==> config.mk <==
export PLATFORM = sky130hd
export DESIGN_NAME = trd_ram
export DESIGN_NICKNAME = d
export VERILOG_FILES = /design/src/design/trd_ram.sv
export SDC_FILE = /design/constraint.sdc
export NUM_CORES = 1
export LEC_CHECK = 0
export ABC_AREA = 0
export BUFFER_PORTS_ARGS = -buffer_cell sky130_fd_sc_hd__clkbuf_2
export CAP_MARGIN = 10
export CORE_MARGIN = 10
export CORE_UTILIZATION = 30
export DETAILED_ROUTE_END_ITERATION = 6
export HOLD_SLACK_MARGIN = 0.05
export SYNTH_ARGS = -nofsm -noshare
export SYNTH_HDL_FRONTEND = slang
export SYNTH_SLANG_ARGS = --single-unit
==> constraint.sdc <==
create_clock -name clk -period 4.27 [get_ports clk]
set_clock_uncertainty 0.2 [all_clocks]
set_input_delay 0.427 -clock clk [delete_from_list [all_inputs] [get_ports clk]]
set_output_delay 0.427 -clock clk [all_outputs]
set_load 0.02 [all_outputs]
==> src/design/trd_ram.sv <==
// generic single-write, single-read memory with registered read
module trd_ram #(
  parameter int WIDTH = 8,
  parameter int DEPTH = 16
) (
  input  logic                     clk,
  input  logic                     we,
  input  logic [$clog2(DEPTH)-1:0] waddr,
  input  logic [WIDTH-1:0]         wdata,
  input  logic                     re,
  input  logic [$clog2(DEPTH)-1:0] raddr,
  output logic [WIDTH-1:0]         rdata
);

  logic [WIDTH-1:0] mem_r [DEPTH];
  logic [WIDTH-1:0] rdata_r;

  always_ff @(posedge clk) begin
    if (we) begin
      mem_r[waddr] <= wdata;
    end
    if (re) begin
      rdata_r <= mem_r[raddr];
    end
  end

  assign rdata = rdata_r;

endmodule

==> impl_metrics.py <==
metrics = {
    "status": {
        "status": "completed",
    },
    "global_routing": {
        "grt.busiest_layer": "met2",
        "grt_start_max_net_pins": 33,
        "antenna_found_initial": 0,
        "grt_use_met1": 0.125,
        "grt_pass1_wl_mm": 16.4,
        "met3_usage": 0.0322,
        "grt_util_met2": 0.140,
        "grt_pass1_vias": 2597,
        "gr-total-overflow": 0,
        "grt.total_usage": 0.0947,
    },
    "worst_setup_path": {
        "timing.rr.start": "mem_r[3][4]",
        "required_ns": 4.23,
        "worst_path_max_delay_cell": "clkbuf_2",
        "crit_path_max_incr_delay_ns": 0.64,
        "crit_arrival_ns": 2.34,
        "reg2reg_to": "rdata[4]",
        "critPathCaptureType": "register",
        "startpoint": "raddr[0]",
        "crit_chain": "clkbuf_2 -> buf_4 -> mux4_1 -> a22oi_1 -> nand2_1",
        "reg2reg_depth": 3,
        "critPathLaunchType": "input port",
        "worstPathMaxFanout": 22,
        "path_class": "in2reg",
        "r2r_setup_slack_ns": 2.52,
        "worstSetupEndpoint": "rdata[3]",
    },
    "routing": {
        "vias_per_cell": 4.70,
        "vias": 2371,
        "drc": 0,
        "first_iter_violations": 175,
        "routed_wl_mm": 10.7,
        "wl_per_cell_um": 21.2,
        "dr.pass1.iters": 4,
        "drtAntennaViolNets": 0,
    },
    "die": {
        "num_io_pins": 27,
        "fp.dieW_um": 152,
        "die_y_um": 152,
        "die-area_um2": 23100,
        "row_count": 48,
        "start_util": 0.304,
        "coreArea_um2": 17200,
    },
    "sta": {
        "setup_viol": 0,
        "fmax_mhz": 420,
        "worstMarginPinSlew_ns": 1.05,
        "slew_viol_final": 0,
        "setup_tns_ns": 0,
        "fin_crit_ns": 2.38,
        "slew_headroom": 0.297,
        "final-hold-violation-count": 0,
        "setup_slack_ns": 1.89,
        "period_share": 0.558,
        "rsz0062_at_grt": "no",
    },
    "logic_synthesis": {
        "synth_fa_ha_area_frac": 0,
        "synth_xor_area_frac": 0,
        "yosys_warnings": 0,
        "synth-simple-area-share": 0.0314,
        "synth-compound-area-share": 0.0230,
        "yosys_register_bits": 136,
        "syn_inst": 229,
        "syn_area_um2": 5230,
        "synth_cell_types": 18,
        "seq_area_frac_synth": 0.781,
        "syn_area_per_cell_um2": 22.8,
        "synth_top_family_by_area": "multiplexers",
        "synthMuxAreaShare": 0.148,
        "synth_nets": 248,
    },
    "flow_run": {
        "maxCapViolCount": 0,
    },
    "placement": {
        "gp_congestion": 0.738,
        "place_inst": 473,
        "place.detailed.hpwl_mm": 6.76,
        "portBuffers": 26,
        "dp_slack_ns": 1.40,
    },
    "cts": {
        "cts_root_buf": "clkbuf_16",
        "clk_path_buf_depth": 2,
        "post_cts.repair.setup_buffers": 0,
        "clkSinkCount": 136,
        "cts_inserted_buffers": 17,
        "ctsResizeCount": 0,
        "clk_pin_slew_ns": 0.06,
        "cts_tree": "done",
        "insertion_delay_ns": 0.41,
        "ctsHoldBuffers": 0,
        "cts_max_level": 4,
    },
    "cells_and_area": {
        "diodes": 0,
        "instances_no_fill": 505,
        "nets": 286,
        "syn_to_final_growth_pct": 19.4,
        "post-route-util": 0.363,
        "layout_common_cells": "edfxtp_1, clkbuf_2, mux4_2",
        "final_common_cell": "edfxtp_1",
        "drive_gt1_frac": 0.279,
    },
    "hold_path": {
        "hold_class": "in2reg",
    },
    "power": {
        "ir_worst_vdd_v": 0.000288,
        "power_leakage_nw": 2.05,
        "power_density_nw_per_um2": 523,
    },
}
-- worst min-delay path by stage --
stage	from	endpoint	slack, ns	cells after the start
detailed placement	mem_r[15][0]	rdata[0]	0.54	3
CTS	re	rdata[4]	0.23	1
global route	re	rdata[4]	0.24	1
global placement	mem_r[15][6]	rdata[6]	0.53	3
finish	re	rdata[4]	0.22	1
floorplan	wdata[0]	mem_r[0][0]	0.33	0
-- sequential cells by signal (all words and copies together) (netlist names) --
| register | count |
|---|---|
| mem_r | 128 |
| rdata | 8 |
-- per-stage QoR --
| step | power (mW) | cell area, µm² | hold slack (ns) |
|---|---|---|---|
| global placement | 1.68 | 5590 | 0.530 |
| detailed placement | 1.68 | 5590 | 0.537 |
| finish | 3.27 | 6240 | 0.225 |
| floorplan | 1.62 | 5230 | 0.326 |
| global route | 3.37 | 6240 | 0.236 |
| CTS | 3.30 | 6240 | 0.228 |
-- cells in the mapped netlist --
master           count  area, µm²
mux4_1              14        368
nor2b_1              1       6.26
nand2_1              9       33.8
clkdlybuf4s25_2      3       30.0
and2b_1              1       7.51
buf_2                3       15.0
nand3b_1             2       15.0
edfxtp_1           136       4080
and2_1               1       6.26
buf_6                3       33.8
nor2_1              13       48.8
buf_4                1       7.51
nand3_1              1       5.00
mux4_2              18        405
nand2b_1             2       12.5
nor3_1               4       20.0
or3b_2               1       8.76
a22oi_1             16        120
-- critical path: cells and delay by family --
family          cells  cell delay (ns)
buf+inv             2             1.01
compound gates      1             0.23
mux                 1             0.57
simple gates        1             0.10
-- metal layers --
layer  vias up  wire (µm)
li1       1060          -
met4         0         68
met3         8        735
met1      1222       4900
met2        81       5030
met5         -          0
-- power breakdown --
group | switching, mW | internal (mW)
Sequential | 0.00793 | 1.51
Combinational | 0.0859 | 0.0527
Clock | 0.529 | 1.09
Total | 0.623 | 2.64
-- area by class of cell --
type | instances | area (µm²)
clock buffers | 17 | 425
well taps | 225 | 282
multi-input cells | 83 | 1070
fillers | 1584 | 10900
flip-flops and latches | 136 | 4080
repair buffers | 29 | 153
clock inverters | 15 | 230
-- cells by family after synthesis --
family          after synthesis
flops                       136
simple gates                 35
mux                          32
compound gates               16
buf+inv                      10
No activity file was read; power rests on OpenSTA's default activity.
