[src/design/trd_pkg.sv]
// shared types and constants for the threshold and region dilation block
package trd_pkg;

  localparam int DEF_MAX_COLS = 2048;
  localparam int DEF_MAX_ROWS = 1024;
  localparam int DEF_HALO     = 15;

  localparam int SAMPLE_W  = 16;
  localparam int ROW_W     = 10;
  localparam int COL_W     = 11;
  localparam int VALUE_W   = 32;
  localparam int THR_W     = 31;
  localparam int GROWS_W   = 11;
  localparam int GCOLS_W   = 12;
  localparam int CFG_IDX_W = 3;
  localparam int CFG_DW    = 32;
  localparam int IN_DATA_W = 16;
  localparam int IN_USER_W = 1;
  localparam int OUT_DATA_W = 56;
  localparam int SUM_W     = 42;

  localparam int PIPE_STAGES = 7;
  localparam int FIFO_DEPTH  = 16;

  localparam logic [THR_W-1:0]   RST_THRESHOLD = 31'd2621440;
  localparam logic [31:0]        RST_SCALE     = 32'd16777216;
  localparam logic [31:0]        RST_OFFSET    = 32'd0;
  localparam logic [GROWS_W-1:0] RST_ROWS      = 11'd721;
  localparam logic [GCOLS_W-1:0] RST_COLS      = 12'd1440;

  localparam logic FUNC_SAMPLE = 1'b0;

  typedef enum logic [CFG_IDX_W-1:0] {
    CFG_THRESHOLD = 3'd0,
    CFG_SCALE     = 3'd1,
    CFG_OFFSET    = 3'd2,
    CFG_GRID_ROWS = 3'd3,
    CFG_GRID_COLS = 3'd4
  } cfg_idx_t;

  typedef struct packed {
    logic valid;
    logic seed;
    logic par;
  } cell_t;

  typedef struct packed {
    logic [ROW_W-1:0]          row;
    logic [COL_W-1:0]          col;
    logic signed [VALUE_W-1:0] value;
    logic                      seed;
    logic                      region;
    logic                      last;
  } res_t;

endpackage

[src/design/trd_scale.sv]
// two-stage sample scaler: raw*scale rounded to q16.16 plus offset
module trd_scale (
  input  logic                               clk,
  input  logic                               en,
  input  logic signed [trd_pkg::SAMPLE_W-1:0] sample_i,
  input  logic signed [31:0]                 scale_i,
  input  logic signed [31:0]                 offset_i,
  output logic signed [trd_pkg::SUM_W-1:0]   sum_o
);
  import trd_pkg::*;

  logic signed [47:0]      prod_r;
  logic signed [48:0]      prod_rnd;
  logic signed [40:0]      prod_q16;
  logic signed [SUM_W-1:0] sum_nxt;
  logic signed [SUM_W-1:0] sum_r;

  always_comb begin
    prod_rnd = $signed({prod_r[47], prod_r}) + 49'sd128;
    // floor shift gives round half up
    prod_q16 = prod_rnd[48:8];
    sum_nxt  = $signed({prod_q16[40], prod_q16}) + $signed({{10{offset_i[31]}}, offset_i});
  end

  always_ff @(posedge clk) begin
    if (en) begin
      prod_r <= sample_i * scale_i;
      sum_r  <= sum_nxt;
    end
  end

  assign sum_o = sum_r;

endmodule

[config.mk]
export PLATFORM = sky130hd
export DESIGN_NAME = trd_scale
export DESIGN_NICKNAME = d
export VERILOG_FILES = /design/src/design/trd_pkg.sv /design/src/design/trd_scale.sv
export SDC_FILE = /design/constraint.sdc
export NUM_CORES = 2
export LEC_CHECK = 0
export ABC_AREA = 1
export BUFFER_PORTS_ARGS = -buffer_cell sky130_fd_sc_hd__buf_2
export CORE_ASPECT_RATIO = 1.1
export CORE_UTILIZATION = 50
export DETAILED_ROUTE_END_ITERATION = 8
export GPL_TIMING_DRIVEN = 0
export PLACE_DENSITY = 0.66
export SLEW_MARGIN = 20
export SYNTH_ARGS = -nofsm -noshare
export SYNTH_HDL_FRONTEND = slang
export SYNTH_SLANG_ARGS = --single-unit
export TNS_END_PERCENT = 5
[constraint.sdc]
create_clock -name clk -period 9.8 [get_ports clk]
set_input_delay 2.94 -clock clk [delete_from_list [all_inputs] [get_ports clk]]
set_output_delay 2.94 -clock clk [all_outputs]
set_load 0.05 [all_outputs]
==> impl_metrics.csv <==
group,metric,value,unit
run_status,outcome,"finished clean",
cts,numCtsBuffers,9,
timing,tns,0,ns
synthesis,yosys_warnings,0,
synthesis,syn-cell-area,0.0255,sq mm
synthesis,syn_area_per_cell,7.43,sq um
final_layout,post-route-cell-area,0.0272,sq mm
synthesis,yosysUniqueCellTypes,34,
cts,cts_tree,"built",
global_route,grt.overflow.total,0,
setup_path,crit_type,"in2reg",
detailed_routing,viasPerCell,5.24,
timing,fin_skew,0.0118,ns
setup_path,path_common_cell,"fa_1",
detailed_routing,vias,22061,
synthesis,synth_top_area_share,38.2,%
cts,htree_levels,3,
cts,cts_buffer_depth,2,
run,cap_violations,0,
global_route,grt_pass1_vias,22606,
final_layout,fill_cells,5026,
setup_path,slowest_stage,"fa_1",
synthesis,synthesis.nets,4154,
setup_path,path_cells,"buf_2, clkbuf_1, nand2_1, fa_1, inv_1, fa_1, inv_1, fa_1, fa_1, fa_1, fa_1, inv_1, ha_1, nand2_1, nor2_1, nand2_1, nor2_1, nand3_1, nand4_1, nand2_1",
global_route,grt_pass1_wl,127,mm
place,hpwl,69.4,mm
cts,cts_root_buf,"clkbuf_16",
timing,final_max_slew_viol_count,0,
synthesis,yosys.cell_count.top_type,"inv_1",
global_route,antenna_found_initial,1,
setup_path,cp.required,9.91,ns
timing,period_needed,9.25,ns
timing,slew_headroom,24.6,%
hold_path,hp-class,"reg2reg",
floorplanning,core_area,0.0503,sq mm
setup_path,cp-start-kind,"primary input",
synthesis,yosys-top-cells-area,"fa_1 (38%), inv_1 (14%), nand2_1 (14%)",
timing,rsz0062_at_grt,"false",
cts,cts_setup_buffers,0,
synthesis,synthCells,3433,
global_route,grt_use_total,32.6,%
detailed_routing,first_iter_violations,1710,
detailed_routing,drtAntennaViolNets,0,
synthesis,ys_ff_latch,83,
floorplanning,die_area,0.0519,sq mm
final_layout,drive_gt1_share,4.00,%
setup_path,cp.arrival,9.36,ns
detailed_routing,wl,80.5,mm
final_layout,syn_to_final_growth,6.49,%
detailed_routing,drc,0,
floorplanning,fp-row-count,86,
setup_path,slowest_delay,0.77,ns
cts,cts_resized,0,
timing,setup_viol,0,
floorplanning,chipWidth,217,microns
synthesis,synthTopCellsByCount,"inv_1 (939), nand2_1 (937), fa_1 (486)",
final_layout,final_nets,4265,
floorplanning,start_util,50.7,%
synthesis,synth-edff-count,83,
floorplanning,die_y,239,microns
setup_path,critPathMaxFanout,10,
cts,ctsHoldBuffers,0,
cts,clk_pin_slew,0.07,ns
timing,hold_viol,0,
cts,clkSinkCount,83,
timing,fin_crit_sh,94.4,%
place,placed_cell_area,0.0268,sq mm
place,port_buffers,99,
synthesis,synth-async-reset-ratio,0,%
synthesis,synth_area_leader_cell,"fa_1",
timing,worst_pin_slew,1.13,ns
cts,clk_latency,0.36,ns
final_layout,final_util,54.0,%
global_route,grt_max_degree,44,
detailed_routing,wl_per_cell,19.1,microns
setup_path,end_kind,"flip-flop",
place,place_congestion,0.976,
floorplanning,io_pins,124,
detailed_routing,first_pass_iters,6,
timing,max_freq,0.108,GHz
synthesis,seq_area_frac_synth,9.77,%
synthesis,ys.flop_type,"edfxtp_1",
[cells in the final DEF (no fill, tap or decap), types with 8 or more instances in the layout]
master	Yosys	layout
nand4_1	34	34
nand2_2	9	9
xnor2_1	32	32
o21bai_1	12	12
a21oi_1	116	116
o21a_1	8	8
clkbuf_16	0	9
nor3_1	22	22
edfxtp_1	83	83
nand3_1	86	86
fa_1	486	486
xor2_1	63	63
nor2_1	244	244
a21o_1	11	11
clkbuf_1	104	105
ha_1	153	153
o21ai_0	61	61
nand2_1	937	937
inv_1	939	939
buf_2	0	98
[critical path: cells and delay by family]
family        cells  cell delay, ns
buf+inv           5            1.19
fa+ha+maj         7            3.81
simple gates      8            1.43
[routing by layer]
metal  track usage (%)  wire length [microns]  vias to the layer above
li1                  -                      -                    10206
met1              42.2                  33000                    10715
met2              54.7                  37700                      952
met3              4.78                   6090                      188
met4              13.3                   3800                        0
met5                 0                      0                        -
[state kept, by name, summed over array words and instances (netlist names)]
signal,cells
sum_o,42
prod_r,41
[cell families after synthesis]
group	synth area share (%)
AOI/OAI and AO/OA	4.66
xor gates and xnor gates	3.26
buffers and inverters	15.4
DFF	9.77
adders and majority gates	45.7
and+or+nand+nor	21.3
[area by class of cell]
class                           count  area (sq um)  share of cell area (%)
Inverter                          940          3530                    13.0
Timing Repair Buffer              100           518                    1.91
Tap cell                          660           826                    3.04
Sequential cell                    83          2490                    9.18
Clock buffer                       10           229                   0.843
Antenna cell                        1          2.50                 0.00922
Multi-Input combinational cell   2306         19100                    70.3
Buffer                            104           390                    1.44
Clock inverter                      5          78.8                   0.290
[worst paths after layout]
kind	start	to	slack, ns	depth (start not counted)
worst max-delay path	sample_i[4]	prod_r[46]	0.55	20
worst min-delay path	prod_r[8]	sum_o[0]	0.81	2
worst max register to register	prod_r[11]	sum_o[30]	6.02	13
worst min register to register	prod_r[8]	sum_o[0]	0.81	2
[stage by stage]
stage | setup WS [ns] | hold slack [ns] | instances
6_report | 0.552 | 0.813 | 4209
5_1_grt | 0.226 | 0.840 | 4208
4_1_cts | 0.616 | 0.815 | 4208
3_5_place_dp | 0.242 | 0.787 | 4193
3_3_place_gp | 0.255 | 0.806 | 4192
2_1_floorplan | 1.72 | 0.671 | 3433
Power is not shown: default switching activity piles up to over one toggle a cycle in this logic, so the estimate is an artifact.
